## src/sv/pfba_pkg.sv

```systemverilog
`timescale 1ns / 1ps
// Shared types, codes and the microprogram ROM for the page frame bitmap allocator.
// Used by pfba_useq, pfba_dpath and page_frame_bitmap_allocator_top; depends on nothing.
package pfba_pkg;

	localparam int MAX_PAGES_DEF = 1024;
	localparam int WORD_BITS = 32;
	localparam int BIT_W = $clog2(WORD_BITS);
	localparam int CFG_W = 11;
	localparam int PAGE_W = 10;
	localparam int CFG_IDX_W = 1;
	localparam int STEP_W = 4;

	localparam logic [1:0] KIND_ALLOC = 2'd0;
	localparam logic [1:0] KIND_FREE = 2'd1;
	localparam logic [1:0] KIND_INIT = 2'd2;

	localparam logic [1:0] ST_OK = 2'd0;
	localparam logic [1:0] ST_NONE = 2'd1;
	localparam logic [1:0] ST_RANGE = 2'd2;
	localparam logic [1:0] ST_AGAIN = 2'd3;

	localparam logic [CFG_IDX_W-1:0] CFG_FIRST_FREE = 1'd0;
	localparam logic [CFG_IDX_W-1:0] CFG_TOTAL = 1'd1;

	// Microprogram entry points.
	localparam logic [STEP_W-1:0] S_CLR = 4'd0;
	localparam logic [STEP_W-1:0] S_IDLE = 4'd1;
	localparam logic [STEP_W-1:0] S_DK_ALLOC = 4'd2;
	localparam logic [STEP_W-1:0] S_DK_FREE = 4'd3;
	localparam logic [STEP_W-1:0] S_DK_INIT = 4'd4;
	localparam logic [STEP_W-1:0] S_UNUSED = 4'd5;
	localparam logic [STEP_W-1:0] S_AL_PTR = 4'd6;
	localparam logic [STEP_W-1:0] S_AL_RD = 4'd7;
	localparam logic [STEP_W-1:0] S_AL_TEST = 4'd8;
	localparam logic [STEP_W-1:0] S_AL_NONE = 4'd9;
	localparam logic [STEP_W-1:0] S_FR_RD = 4'd10;
	localparam logic [STEP_W-1:0] S_FR_SET = 4'd11;
	localparam logic [STEP_W-1:0] S_FR_RANGE = 4'd12;
	localparam logic [STEP_W-1:0] S_IN_START = 4'd13;
	localparam logic [STEP_W-1:0] S_IN_WR = 4'd14;
	localparam logic [STEP_W-1:0] S_EMIT = 4'd15;

	typedef enum logic [3:0] {
		A_NOP,
		A_CLR,
		A_TAKE,
		A_PTR,
		A_RD,
		A_ATEST,
		A_NONE,
		A_FRD,
		A_FSET,
		A_RANGE,
		A_ISTART,
		A_IWR,
		A_EMIT
	} action_t;

	typedef enum logic [3:0] {
		C_NEVER,
		C_ALWAYS,
		C_ITEM,
		C_K_ALLOC,
		C_K_FREE,
		C_K_INIT,
		C_CNT_ZERO,
		C_WORD_NZ,
		C_BAD_PAGE,
		C_LAST,
		C_OUT_FREE
	} cond_t;

	// When cond holds the step jumps to target; otherwise it stays (hold) or moves on.
	typedef struct packed {
		action_t act;
		cond_t cond;
		logic hold;
		logic [STEP_W-1:0] target;
	} ucode_t;

	typedef struct packed {
		logic item;
		logic k_alloc;
		logic k_free;
		logic k_init;
		logic cnt_zero;
		logic word_nz;
		logic bad_page;
		logic addr_last;
		logic out_free;
	} flags_t;

	typedef struct packed {
		logic [1:0] kind;
		logic [PAGE_W-1:0] page_number;
	} req_t;

	typedef struct packed {
		logic [PAGE_W-1:0] page_number_out;
		logic [1:0] status;
		logic [CFG_W-1:0] free_count;
	} rsp_t;

	function automatic ucode_t ucode_rom(input logic [STEP_W-1:0] step);
		ucode_t u;
		case (step)
			S_CLR: u = '{A_CLR, C_LAST, 1'b1, S_IDLE};
			S_IDLE: u = '{A_TAKE, C_ITEM, 1'b1, S_DK_ALLOC};
			S_DK_ALLOC: u = '{A_NOP, C_K_ALLOC, 1'b0, S_AL_PTR};
			S_DK_FREE: u = '{A_NOP, C_K_FREE, 1'b0, S_FR_RD};
			S_DK_INIT: u = '{A_NOP, C_K_INIT, 1'b0, S_IN_START};
			S_UNUSED: u = '{A_NOP, C_ALWAYS, 1'b0, S_EMIT};
			S_AL_PTR: u = '{A_PTR, C_CNT_ZERO, 1'b0, S_AL_NONE};
			S_AL_RD: u = '{A_RD, C_NEVER, 1'b0, S_AL_TEST};
			S_AL_TEST: u = '{A_ATEST, C_WORD_NZ, 1'b1, S_EMIT};
			S_AL_NONE: u = '{A_NONE, C_ALWAYS, 1'b0, S_EMIT};
			S_FR_RD: u = '{A_FRD, C_BAD_PAGE, 1'b0, S_FR_RANGE};
			S_FR_SET: u = '{A_FSET, C_ALWAYS, 1'b0, S_EMIT};
			S_FR_RANGE: u = '{A_RANGE, C_ALWAYS, 1'b0, S_EMIT};
			S_IN_START: u = '{A_ISTART, C_NEVER, 1'b0, S_IN_WR};
			S_IN_WR: u = '{A_IWR, C_LAST, 1'b1, S_EMIT};
			S_EMIT: u = '{A_EMIT, C_OUT_FREE, 1'b1, S_IDLE};
			default: u = '{A_NOP, C_ALWAYS, 1'b0, S_IDLE};
		endcase
		return u;
	endfunction

endpackage

```

## src/sv/page_frame_bitmap_allocator_top.sv

```systemverilog
`timescale 1ns / 1ps
// Page frame bitmap allocator: request, response and configuration channels.
// Instantiates pfba_useq and pfba_dpath; depends on pfba_pkg.
//
// Usage: a request (req_valid, req_stall, req) carries a kind and a page number.
// Allocate takes the lowest free page of the first nonzero bitmap word found
// next-fit from the scan pointer; free returns a page; initialize rebuilds the
// map from first_free_page and total_pages, written over the cfg channel
// (index 0 and 1) while no request is in flight. Every request yields exactly
// one response (rsp_valid, rsp_stall, rsp) with page, status and free count.
// One request is worked on at a time by a microcoded sequencer driving a
// single-port bitmap memory. After dispatch, free reads the page's word and
// sets its bit; allocate reads bitmap words from the scan pointer until one
// is nonzero, or skips the scan when the free count is zero; initialize
// rewrites every bitmap word. After the response load the sequencer returns
// to idle and can take the next request. The response sits in an output
// register, so a new request is taken while it waits; if the receiver stalls,
// the next response waits in its final step until the register empties.
// After reset a clearing pass zeroes the bitmap; requests are stalled meanwhile.
module page_frame_bitmap_allocator_top #(
	parameter int MAX_PAGES = pfba_pkg::MAX_PAGES_DEF
) (
	input logic clk,
	input logic arst_n,
	input logic req_valid,
	output logic req_stall,
	input pfba_pkg::req_t req,
	output logic rsp_valid,
	input logic rsp_stall,
	output pfba_pkg::rsp_t rsp,
	input logic cfg_valid,
	output logic cfg_ready,
	input logic [pfba_pkg::CFG_IDX_W-1:0] cfg_index,
	input logic [pfba_pkg::CFG_W-1:0] cfg_data
);

	pfba_pkg::action_t act;
	pfba_pkg::flags_t flags;

	assign cfg_ready = 1'b1;

	pfba_useq u_useq (
		.clk(clk),
		.arst_n(arst_n),
		.flags(flags),
		.act(act)
	);

	pfba_dpath #(
		.MAX_PAGES(MAX_PAGES)
	) u_dpath (
		.clk(clk),
		.arst_n(arst_n),
		.act(act),
		.flags(flags),
		.req_valid(req_valid),
		.req_stall(req_stall),
		.req(req),
		.rsp_valid(rsp_valid),
		.rsp_stall(rsp_stall),
		.rsp(rsp),
		.cfg_valid(cfg_valid),
		.cfg_ready(cfg_ready),
		.cfg_index(cfg_index),
		.cfg_data(cfg_data)
	);

endmodule

```

## src/sv/pfba_useq.sv

```systemverilog
`timescale 1ns / 1ps
// Microprogram sequencer: step counter, control ROM lookup and jump condition test.
// Depends on pfba_pkg for the ROM, the action and condition codes and the flag struct.
module pfba_useq (
	input logic clk,
	input logic arst_n,
	input pfba_pkg::flags_t flags,
	output pfba_pkg::action_t act
);

	logic [pfba_pkg::STEP_W-1:0] step_q;
	logic [pfba_pkg::STEP_W-1:0] step_next;
	pfba_pkg::ucode_t uword;
	logic cond_true;

	assign uword = pfba_pkg::ucode_rom(step_q);
	assign act = uword.act;

	always_comb begin
		case (uword.cond)
			pfba_pkg::C_NEVER: cond_true = 1'b0;
			pfba_pkg::C_ALWAYS: cond_true = 1'b1;
			pfba_pkg::C_ITEM: cond_true = flags.item;
			pfba_pkg::C_K_ALLOC: cond_true = flags.k_alloc;
			pfba_pkg::C_K_FREE: cond_true = flags.k_free;
			pfba_pkg::C_K_INIT: cond_true = flags.k_init;
			pfba_pkg::C_CNT_ZERO: cond_true = flags.cnt_zero;
			pfba_pkg::C_WORD_NZ: cond_true = flags.word_nz;
			pfba_pkg::C_BAD_PAGE: cond_true = flags.bad_page;
			pfba_pkg::C_LAST: cond_true = flags.addr_last;
			pfba_pkg::C_OUT_FREE: cond_true = flags.out_free;
			default: cond_true = 1'b0;
		endcase
	end

	always_comb begin
		if (cond_true) begin
			step_next = uword.target;
		end else if (uword.hold) begin
			step_next = step_q;
		end else begin
			step_next = step_q + 1'b1;
		end
	end

	// Reset enters the clearing pass over the bitmap memory.
	always_ff @(posedge clk or negedge arst_n) begin
		if (!arst_n) begin
			step_q <= pfba_pkg::S_CLR;
		end else begin
			step_q <= step_next;
		end
	end

endmodule

```

## src/sv/pfba_dpath.sv

```systemverilog
`timescale 1ns / 1ps
// Datapath: bitmap memory, scan pointer, free count, configuration and result registers.
// Driven by the action code from pfba_useq; depends on pfba_pkg.
module pfba_dpath #(
	parameter int MAX_PAGES = pfba_pkg::MAX_PAGES_DEF
) (
	input logic clk,
	input logic arst_n,
	input pfba_pkg::action_t act,
	output pfba_pkg::flags_t flags,
	input logic req_valid,
	output logic req_stall,
	input pfba_pkg::req_t req,
	output logic rsp_valid,
	input logic rsp_stall,
	output pfba_pkg::rsp_t rsp,
	input logic cfg_valid,
	input logic cfg_ready,
	input logic [pfba_pkg::CFG_IDX_W-1:0] cfg_index,
	input logic [pfba_pkg::CFG_W-1:0] cfg_data
);

	localparam int NUM_WORDS = (MAX_PAGES + pfba_pkg::WORD_BITS - 1) / pfba_pkg::WORD_BITS;
	localparam int WIDX = (NUM_WORDS > 1) ? $clog2(NUM_WORDS) : 1;
	localparam int PW = WIDX + pfba_pkg::BIT_W;
	localparam int CW = (PW > pfba_pkg::CFG_W) ? PW : pfba_pkg::CFG_W;
	localparam int CNT_W = $clog2(MAX_PAGES + 1);
	localparam logic [WIDX-1:0] LAST_WORD = WIDX'(NUM_WORDS - 1);

	logic [pfba_pkg::WORD_BITS-1:0] mem [NUM_WORDS];

	logic [WIDX-1:0] addr_q;
	logic [WIDX-1:0] taddr_q;
	logic [WIDX-1:0] ptr_q;
	logic [pfba_pkg::WORD_BITS-1:0] rd_q;
	logic [CNT_W-1:0] count_q;
	logic [pfba_pkg::CFG_W-1:0] first_q;
	logic [pfba_pkg::CFG_W-1:0] total_q;
	logic [1:0] kind_q;
	logic [pfba_pkg::PAGE_W-1:0] page_q;
	logic [pfba_pkg::PAGE_W-1:0] res_page_q;
	logic [1:0] res_status_q;
	logic rsp_valid_q;
	pfba_pkg::rsp_t rsp_q;

	logic accept;
	logic out_free;
	logic word_nz;
	logic already_free;
	logic [WIDX-1:0] addr_next;
	logic [WIDX-1:0] pword;
	logic [pfba_pkg::WORD_BITS-1:0] bit_mask;
	logic [pfba_pkg::CFG_W-1:0] limit;
	logic [CNT_W-1:0] init_cnt;
	logic [pfba_pkg::WORD_BITS-1:0] init_mask;
	logic [pfba_pkg::BIT_W-1:0] low_bit;
	logic [PW-1:0] take_page;
	logic mem_we;
	logic [WIDX-1:0] mem_waddr;
	logic [pfba_pkg::WORD_BITS-1:0] mem_wdata;
	logic mem_re;
	logic [WIDX-1:0] mem_raddr;

	assign req_stall = (act != pfba_pkg::A_TAKE);
	assign accept = req_valid && !req_stall;
	assign out_free = !rsp_valid_q || !rsp_stall;
	assign word_nz = |rd_q;
	assign addr_next = (addr_q == LAST_WORD) ? '0 : addr_q + 1'b1;
	assign pword = WIDX'(page_q[pfba_pkg::PAGE_W-1:pfba_pkg::BIT_W]);
	assign bit_mask = pfba_pkg::WORD_BITS'(1) << page_q[pfba_pkg::BIT_W-1:0];
	assign already_free = |(rd_q & bit_mask);

	// Totals above the capacity of the map are clamped.
	always_comb begin
		if (32'(total_q) > MAX_PAGES) begin
			limit = pfba_pkg::CFG_W'(MAX_PAGES);
		end else begin
			limit = total_q;
		end
	end

	assign init_cnt = (limit > first_q) ? CNT_W'(limit - first_q) : '0;

	// Free bits of the word being rebuilt: pages in [first, limit).
	always_comb begin
		logic [PW-1:0] pg;
		for (int b = 0; b < pfba_pkg::WORD_BITS; b++) begin
			pg = {addr_q, pfba_pkg::BIT_W'(b)};
			init_mask[b] = (CW'(pg) >= CW'(first_q)) && (CW'(pg) < CW'(limit));
		end
	end

	always_comb begin
		low_bit = '0;
		for (int b = pfba_pkg::WORD_BITS - 1; b >= 0; b--) begin
			if (rd_q[b]) begin
				low_bit = pfba_pkg::BIT_W'(b);
			end
		end
	end

	assign take_page = {taddr_q, low_bit};

	always_comb begin
		mem_we = 1'b0;
		mem_waddr = addr_q;
		mem_wdata = '0;
		mem_re = 1'b0;
		mem_raddr = addr_q;
		case (act)
			pfba_pkg::A_CLR: begin
				mem_we = 1'b1;
			end
			pfba_pkg::A_IWR: begin
				mem_we = 1'b1;
				mem_wdata = init_mask;
			end
			pfba_pkg::A_RD: begin
				mem_re = 1'b1;
			end
			pfba_pkg::A_ATEST: begin
				// A hit clears the lowest set bit; a miss fetches the next word.
				if (word_nz) begin
					mem_we = 1'b1;
					mem_waddr = taddr_q;
					mem_wdata = rd_q & (rd_q - 1'b1);
				end else begin
					mem_re = 1'b1;
				end
			end
			pfba_pkg::A_FRD: begin
				mem_re = 1'b1;
				mem_raddr = pword;
			end
			pfba_pkg::A_FSET: begin
				mem_we = !already_free;
				mem_waddr = taddr_q;
				mem_wdata = rd_q | bit_mask;
			end
			default: begin
			end
		endcase
	end

	always_ff @(posedge clk) begin
		if (mem_we) begin
			mem[mem_waddr] <= mem_wdata;
		end
		if (mem_re) begin
			rd_q <= mem[mem_raddr];
		end
	end

	always_ff @(posedge clk) begin
		if (mem_re) begin
			taddr_q <= mem_raddr;
		end
		if (accept) begin
			kind_q <= req.kind;
			page_q <= req.page_number;
		end
		case (act)
			pfba_pkg::A_TAKE: begin
				res_page_q <= '0;
				res_status_q <= pfba_pkg::ST_OK;
			end
			pfba_pkg::A_ATEST: begin
				if (word_nz) begin
					res_page_q <= pfba_pkg::PAGE_W'(take_page);
				end
			end
			pfba_pkg::A_NONE: res_status_q <= pfba_pkg::ST_NONE;
			pfba_pkg::A_RANGE: res_status_q <= pfba_pkg::ST_RANGE;
			pfba_pkg::A_FSET: begin
				if (already_free) begin
					res_status_q <= pfba_pkg::ST_AGAIN;
				end
			end
			default: begin
			end
		endcase
		if (act == pfba_pkg::A_EMIT && out_free) begin
			rsp_q <= '{res_page_q, res_status_q, pfba_pkg::CFG_W'(count_q)};
		end
	end

	always_ff @(posedge clk or negedge arst_n) begin
		if (!arst_n) begin
			addr_q <= '0;
			ptr_q <= '0;
			count_q <= '0;
			first_q <= '0;
			total_q <= pfba_pkg::CFG_W'(1024);
			rsp_valid_q <= 1'b0;
		end else begin
			case (act)
				pfba_pkg::A_CLR, pfba_pkg::A_IWR, pfba_pkg::A_RD: addr_q <= addr_next;
				pfba_pkg::A_PTR: addr_q <= ptr_q;
				pfba_pkg::A_ISTART: begin
					addr_q <= '0;
					count_q <= init_cnt;
				end
				pfba_pkg::A_ATEST: begin
					if (word_nz) begin
						ptr_q <= taddr_q;
						count_q <= count_q - 1'b1;
					end else begin
						addr_q <= addr_next;
					end
				end
				pfba_pkg::A_FSET: begin
					if (!already_free) begin
						count_q <= count_q + 1'b1;
					end
				end
				default: begin
				end
			endcase
			if (cfg_valid && cfg_ready) begin
				case (cfg_index)
					pfba_pkg::CFG_FIRST_FREE: first_q <= cfg_data;
					pfba_pkg::CFG_TOTAL: total_q <= cfg_data;
					default: begin
					end
				endcase
			end
			if (act == pfba_pkg::A_EMIT && out_free) begin
				rsp_valid_q <= 1'b1;
			end else if (rsp_valid_q && !rsp_stall) begin
				rsp_valid_q <= 1'b0;
			end
		end
	end

	assign rsp_valid = rsp_valid_q;
	assign rsp = rsp_q;

	assign flags = '{
		item: accept,
		k_alloc: (kind_q == pfba_pkg::KIND_ALLOC),
		k_free: (kind_q == pfba_pkg::KIND_FREE),
		k_init: (kind_q == pfba_pkg::KIND_INIT),
		cnt_zero: (count_q == '0),
		word_nz: word_nz,
		bad_page: ({1'b0, page_q} >= limit),
		addr_last: (addr_q == LAST_WORD),
		out_free: out_free
	};

endmodule

```

## config.mk

```make
export PLATFORM = sky130hd
export DESIGN_NAME = page_frame_bitmap_allocator_top
export DESIGN_NICKNAME = d
export VERILOG_FILES = /design/src/sv/pfba_pkg.sv /design/src/sv/page_frame_bitmap_allocator_top.sv /design/src/sv/pfba_useq.sv /design/src/sv/pfba_dpath.sv
export SDC_FILE = /design/constraint.sdc
export NUM_CORES = 2
export LEC_CHECK = 0
export ABC_AREA = 1
export BUFFER_PORTS_ARGS = -buffer_cell sky130_fd_sc_hd__clkbuf_2
export CORE_MARGIN = 2
export CORE_UTILIZATION = 35
export CTS_CLUSTER_SIZE = 25
export DETAILED_ROUTE_END_ITERATION = 12
export PLACE_DENSITY = 0.56
export SYNTH_ARGS = -nofsm -noshare
export SYNTH_HDL_FRONTEND = slang
export SYNTH_SLANG_ARGS = --single-unit
```

## constraint.sdc

```tcl
create_clock -name clk -period 6.7 [get_ports clk]
set_input_delay 0 -clock clk [delete_from_list [all_inputs] [get_ports clk]]
set_output_delay 0 -clock clk [all_outputs]
set_load 0.1 [all_outputs]
```

* After elaboration in Yosys (flattened, before gate mapping)
Memory sizes are Yosys's and may differ from the RTL's. A register that Yosys moved wholly into a read port is not among the register bits.
Index checks and enable logic that the tools add are counted.
Widths: inputs -> output; s select.
** Cells by class
- Shift operators :: 1
- Bitwise gates (word level) :: 4
- Mux-type cells :: 60
- Reductions and logical operators :: 59
- Add/sub/neg operators :: 6
- Magnitude comparators :: 67
- Equality and inequality tests :: 31
** Operator list (count)
- $ge 10x11->1 :: 33
- $lt 10x11->1 :: 32
- $mux 5 :: 36
- $pmux 32 s3 :: 1
- $and 32x32->32 :: 2
- $reduce_or 32->1 :: 2
- $mux 11 :: 4
- $logic_and 1x1->1 :: 35
- $pmux 11 s3 :: 1
- $eq 4x3->1 const B :: 8
- $eq 4x4->1 const B :: 8
- $mux 32 :: 1
- $or 32x32->32 :: 1
- $shl 1x5->32 const A :: 1
- $sub 32x1->32 const B :: 1
- $pmux 10 s2 :: 1
- $pmux 5 s4 :: 1
- $eq 4x2->1 const B :: 4
- $reduce_and 2->1 :: 6
- $add 11x1->11 const B :: 1
- $gt 11x11->1 :: 1
- $gt 11x11->1 const B :: 1
- $logic_not 11->1 :: 1
- $sub 11x1->11 const B :: 1
- other kinds (29) :: 45
** Storage, ports and cells
- Output and inout bits :: 26
- Memory bits (read-only) :: 208
- Memories kept :: 2
- Register bits :: 100
- Word-level logic and storage cells :: 245
- Input port bits :: 29
- RAM bits :: 1024
** Memories
- u_dpath.mem :: depth 32, width 32, read ports 1, clocked after memory_dff 1, write ports 1, line pfba_dpath.sv:30 : logic [pfba_pkg::WORD_BITS-1:0] mem [NUM_WORDS];
- (no name shown) :: depth 16, width 13, read ports 1, clocked after memory_dff 0, write ports 0, line pfba_pkg.sv:107 : case (step)

* Depth between registers and ports, before layout
- Depth after elaboration :: 34
- Mapped depth :: 31
- Gate-level depth less buffers :: 31

* Hierarchy
From an unflattened synthesis, not the netlist that was laid out.
** Second synthesis, totals
- Cells, all modules :: 3992
- Area total of the unflattened synthesis :: 49078.3 um^2
** By module, submodules not included
- pfba_dpath :: cells an instance 3840, area each 48132.4 um^2, instances 1, seq. area each 34374.2 um^2
- pfba_useq :: cells an instance 150, area each 934.6 um^2, instances 1, seq. area each 100.1 um^2
- page_frame_bitmap_allocator_top :: cells an instance 2, area each 11.3 um^2, instances 1, seq. area each 0.0 um^2

* Least setup slack after synthesis
No wires, ideal clock.
- Path type :: register to register
- Start point :: reg u_useq.step_q[0] (netlist bit)
- End point :: mem u_dpath.mem[0][28] (netlist bit), data pin
- Library setup time :: 0.615 ns
- Path slack :: 1.845 ns
- Buffers on the path :: 1
- Period minus slack after synthesis :: 4.855 ns
- Cell stages (with the launch flop) :: 15
- Data required time :: 6.085 ns
- Arrival :: 4.240 ns
- Cells stage by stage :: dfrtp_1 > inv_1 > ha_1 > nand2_1 > inv_2 > nor2_1 > inv_1 > o22ai_4 > inv_1 > nor2_1 > nand2_1 > nor2_1 > buf_4 > inv_1 > o311ai_0
** Between the ends
- Word-level cells in the longest chain between the ends :: 3
- Elaborated cells on any way between the ends :: 5
- Those cells by class :: 3 x eq/ne; 1 x mux; 1 x memory
** Ends and longest elaborated chain
- start, declared :: line pfba_useq.sv:11 : logic [pfba_pkg::STEP_W-1:0] step_q;
- start signal, assigned :: line pfba_useq.sv:49 : step_q <= pfba_pkg::S_CLR;
- start signal, assigned :: line pfba_useq.sv:51 : step_q <= step_next;
- $mem_v2 16x13 *
- $eq 4x4->1 or $eq 4x3->1 (tied branches) :: line pfba_dpath.sv:110 : case (act)
- $pmux 32 s3 * :: line pfba_dpath.sv:110
- net u_dpath.mem_wdata, one bit :: line pfba_dpath.sv:60 : logic [pfba_pkg::WORD_BITS-1:0] mem_wdata;
- end, declared :: line pfba_dpath.sv:30
Mark *: on every way through the listed nets, which the timed path passes. The rest lies on a longest branch.

* Final worst setup path
- Start point :: reg u_useq.step_q[0] (netlist bit)
- End point :: mem u_dpath.mem[13][2] (netlist bit) (enable)
** Between the ends
- Word-level cells in the longest chain between the ends :: 6
- Elaborated cells on any way between the ends :: 10
- Those cells by class :: 4 x eq/ne; 4 x mux; 1 x reduce/logical; 1 x memory
** Ends and longest elaborated chain
- $mem_v2 16x13 *
- $eq 4x1->1 or $eq 4x4->1 (tied branches) :: line pfba_dpath.sv:110
- $reduce_or 2->1 (no source line)
- $pmux 1 s3 :: line pfba_dpath.sv:110
- $mux 1 :: line pfba_dpath.sv:146 : if (mem_we) begin
- $mux 1 (implied by the code) :: line pfba_dpath.sv:147 : mem[mem_waddr] <= mem_wdata;
Every way passes the cells marked *; elsewhere a longest branch is shown, timed or not.

==> results.json <==
{
  "status": "finished clean",
  "p_per_area_nw_per_um2": 529.5,
  "worstPathRequired_ns": 7.11,
  "clk_latency_ns": 0.77,
  "start_kind": "flip-flop",
  "ys.flop_type": "edfxtp_1",
  "place_ws_ns": 0.8654,
  "final_antenna_net_count": 0,
  "die_x_um": 377.8,
  "slew_headroom_pct": 21.06,
  "slew_violations": 0,
  "viasPerCell": 5.503,
  "dp_hpwl_um": 89120,
  "n_antenna_cell": 0,
  "fin_skew_ns": 0.06438,
  "syn_nets": 4050,
  "final.setup.tns_ns": 0,
  "cts.sinks": 1156,
  "netlist_area_um2": 48900,
  "hp-class": "input pin to flip-flop",
  "power.leakage_uw": 0.01882,
  "drt_iter0_drc": 3660,
  "drv_cap": 0,
  "area_growth_syn_to_layout_pct": 14.56,
  "synth_warnings": 0,
  "async_flop_share_pct": 4.152,
  "endpoint_kind": "flip-flop",
  "dieHeight_um": 377.8,
  "power_uw": 29660,
  "track_usage_pct": 20.51,
  "finalCritPeriodShare_pct": 87.36,
  "clockRootBuffer": "clkbuf_16",
  "placementRows": 137,
  "grt_pass1_wl_um": 217000,
  "synth_top_cell_by_area": "edfxtp_1",
  "dieArea_um2": 142700,
  "netlist.area_leader.share_pct": 68.04,
  "ctsHtreeMaxLevel": 3,
  "start_util_pct": 35.18,
  "setup_viol": 0,
  "synth.top_cells.by_area": "edfxtp_1, o21ai_0, nor2_1",
  "coreArea_um2": 139000,
  "layout_min_cycle_time_ns": 5.853,
  "setup_ws_ns": 0.8472,
  "pin_count": 55,
  "worstMarginPinSlew_ns": 1.184,
  "yosysSeqAreaShare_pct": 70.50,
  "max-vdd-ir-drop_v": 0.0004315,
  "avgSynthCellArea_um2": 12.33,
  "rsz0062_at_grt": "false",
  "wl_per_cell_um": 24.63,
  "routabilityCongestion": 0.9118,
  "antenna_found_initial": 2,
  "arrival_ns": 6.26,
  "wirelength_um": 148200,
  "grt_overflow": 0,
  "clk_pin_slew_ns": 0.06,
  "synthCells": 3966,
  "drc_errors": 0,
  "finish.net_count": 4128,
  "ys_ff_latch": 1156,
  "cts_tree": "built",
  "drive_gt1_share_pct": 10.34,
  "drtPass1Iterations": 6,
  "synth_edf_count": 1108,
  "fill_cells": 12960,
  "cts_buffers": 116,
  "cts_buffer_depth": 3,
  "port_buffers": 53,
  "netlist_top_cells_count": "edfxtp_1, nor2_1, o21ai_0",
  "grt_pass1_vias": 31430,
  "ys_types": 67,
  "yosysMostFrequentCell": "edfxtp_1",
  "hold_viol": 0,
  "grt_max_degree": 160,
  "dr_total_vias": 33100,
  "crit_fanout": 21,
  "max_freq_mhz": 170.9,
  "critical_path_class": "flip-flop to flip-flop"
}
## worst max-delay path, cell delays in order (launching register included)
cell and delay [ns]:
dfrtp_1 0.48, inv_1 0.17, ha_1 0.27, nand2_1 0.08, inv_2 0.06, nor2_1 0.16, inv_1 0.09, o22ai_4 0.24
inv_1 0.13, nor2_1 0.18, nand2_1 0.23, buf_4 0.30, nor2_1 0.58, inv_1 0.22, nand3_1 0.33, nand3_1 0.65
nor2_4 0.97, buf_4 0.37
## state kept, by name, indices dropped and copies added, names as in the netlist
| name | cells |
|---|---|
| u_dpath.mem | 1024 |
| u_dpath.rd_q | 32 |
| u_dpath.rsp | 23 |
| u_dpath.count_q | 11 |
| u_dpath.first_q | 11 |
| u_dpath.total_q | 11 |
| u_dpath.page_q | 10 |
| u_dpath.res_page_q | 10 |
| u_dpath.addr_q | 5 |
| u_dpath.ptr_q | 5 |
| u_dpath.taddr_q | 5 |
| u_useq.step_q | 4 |
| u_dpath.kind_q | 2 |
| u_dpath.res_status_q | 2 |
| u_dpath.rsp_valid | 1 |
## through the flow
stage	utilization [%]	instances	hold slack (ns)	instance area, um2
2_1_floorplan	-	3966	-0.2956	48900
3_5_place_dp	37.27	5756	0.1784	51810
6_report	40.30	6015	0.04359	56020
5_1_grt	40.30	6015	0.04533	56020
3_3_place_gp	37.27	5756	0.1703	51810
4_1_cts	40.30	6015	0.006727	56020
## layer usage
metal | GRT usage, % | wire [um]
met5 | 0 | 0
met1 | 28.23 | 63580
met3 | 2.936 | 9600
met4 | 6.785 | 4964
met2 | 33.31 | 70020
## what timing repair did
item	CTS	global route
setup buffers	0	0
hold buffers	46	0
gates resized for setup	0	0
endpoints found under the hold margin	120	0
## area by class of cell
cell class	instances	area [um2]	area share (%)
Sequential cell	1156	34470	61.54
Multi-Input combinational cell	2378	13060	23.30
Clock buffer	147	3092	5.519
Tap cell	1876	2347	4.190
Timing Repair Buffer	198	1632	2.912
Inverter	194	758.2	1.353
Clock inverter	66	663.1	1.184
## cell usage in the layout, fill, tap and decap left out, types with 5 or more instances in the layout
cell | netlist | routed
clkinv_1 | 1 | 24
buf_4 | 23 | 86
a21oi_1 | 60 | 59
o32ai_1 | 5 | 5
buf_12 | 0 | 13
nor4_1 | 9 | 9
a31oi_1 | 59 | 59
nor2_4 | 4 | 36
clkinv_2 | 0 | 22
dfrtp_1 | 47 | 47
o22ai_1 | 74 | 74
nand3_1 | 129 | 121
o211ai_1 | 60 | 60
o21ai_1 | 51 | 50
clkbuf_1 | 125 | 26
o221ai_1 | 188 | 183
inv_1 | 176 | 176
nand4_1 | 11 | 11
ha_1 | 53 | 53
nand3_2 | 1 | 9
dlygate4sd3_1 | 0 | 46
nand2_1 | 237 | 236
nor3_1 | 18 | 18
nor2_1 | 718 | 686
bufinv_16 | 0 | 10
edfxtp_1 | 1108 | 1108
o21ai_0 | 617 | 616
xor2_1 | 6 | 6
o311ai_2 | 0 | 11
nor2_2 | 5 | 5
clkbuf_2 | 2 | 53
clkbuf_16 | 0 | 118
inv_2 | 15 | 13
## where the power goes
part	leakage [uW]	internal (uW)	total, uW	switching [uW]
sequential	0.0109	9760	10300	494
clock	0.00183	3650	6470	2820
combinational	0.00607	3090	12900	9850
## final timing paths
path	from	end	slack [ns]	cells after the start
worst min register to register	u_dpath.res_page_q[3]$_SDFFCE_PP0P_	u_dpath.rsp[16]$_DFFE_PP_	0.42	0
worst min-delay path	req[4]	u_dpath.page_q[4]$_DFFE_PP_	0.04	2
min in group asynchronous	arst_n	u_dpath.count_q[6]$_DFFE_PN0P_	0.49	4
worst max register to register	u_useq.step_q[0]$_DFFE_PN0P_	u_dpath.mem[13][2]$_DFFE_PP_	0.85	17
worst max-delay path	u_useq.step_q[0]$_DFFE_PN0P_	u_dpath.mem[13][2]$_DFFE_PP_	0.85	17
max in group asynchronous	arst_n	u_dpath.first_q[2]$_DFFE_PN0P_	5.74	4
## kinds of logic after synthesis
| group | synth area share, % |
|---|---|
| AOI/OAI and AO/OA | 14.51 |
| xor gates and xnor gates | 0.1612 |
| adders and majority gates | 1.438 |
| buffers and inverters | 3.805 |
| DFF | 70.50 |
| muxes | 0.06908 |
| other | 0.007669 |
| and+or+nand+nor | 9.513 |
(Power assumes the default switching activity.)
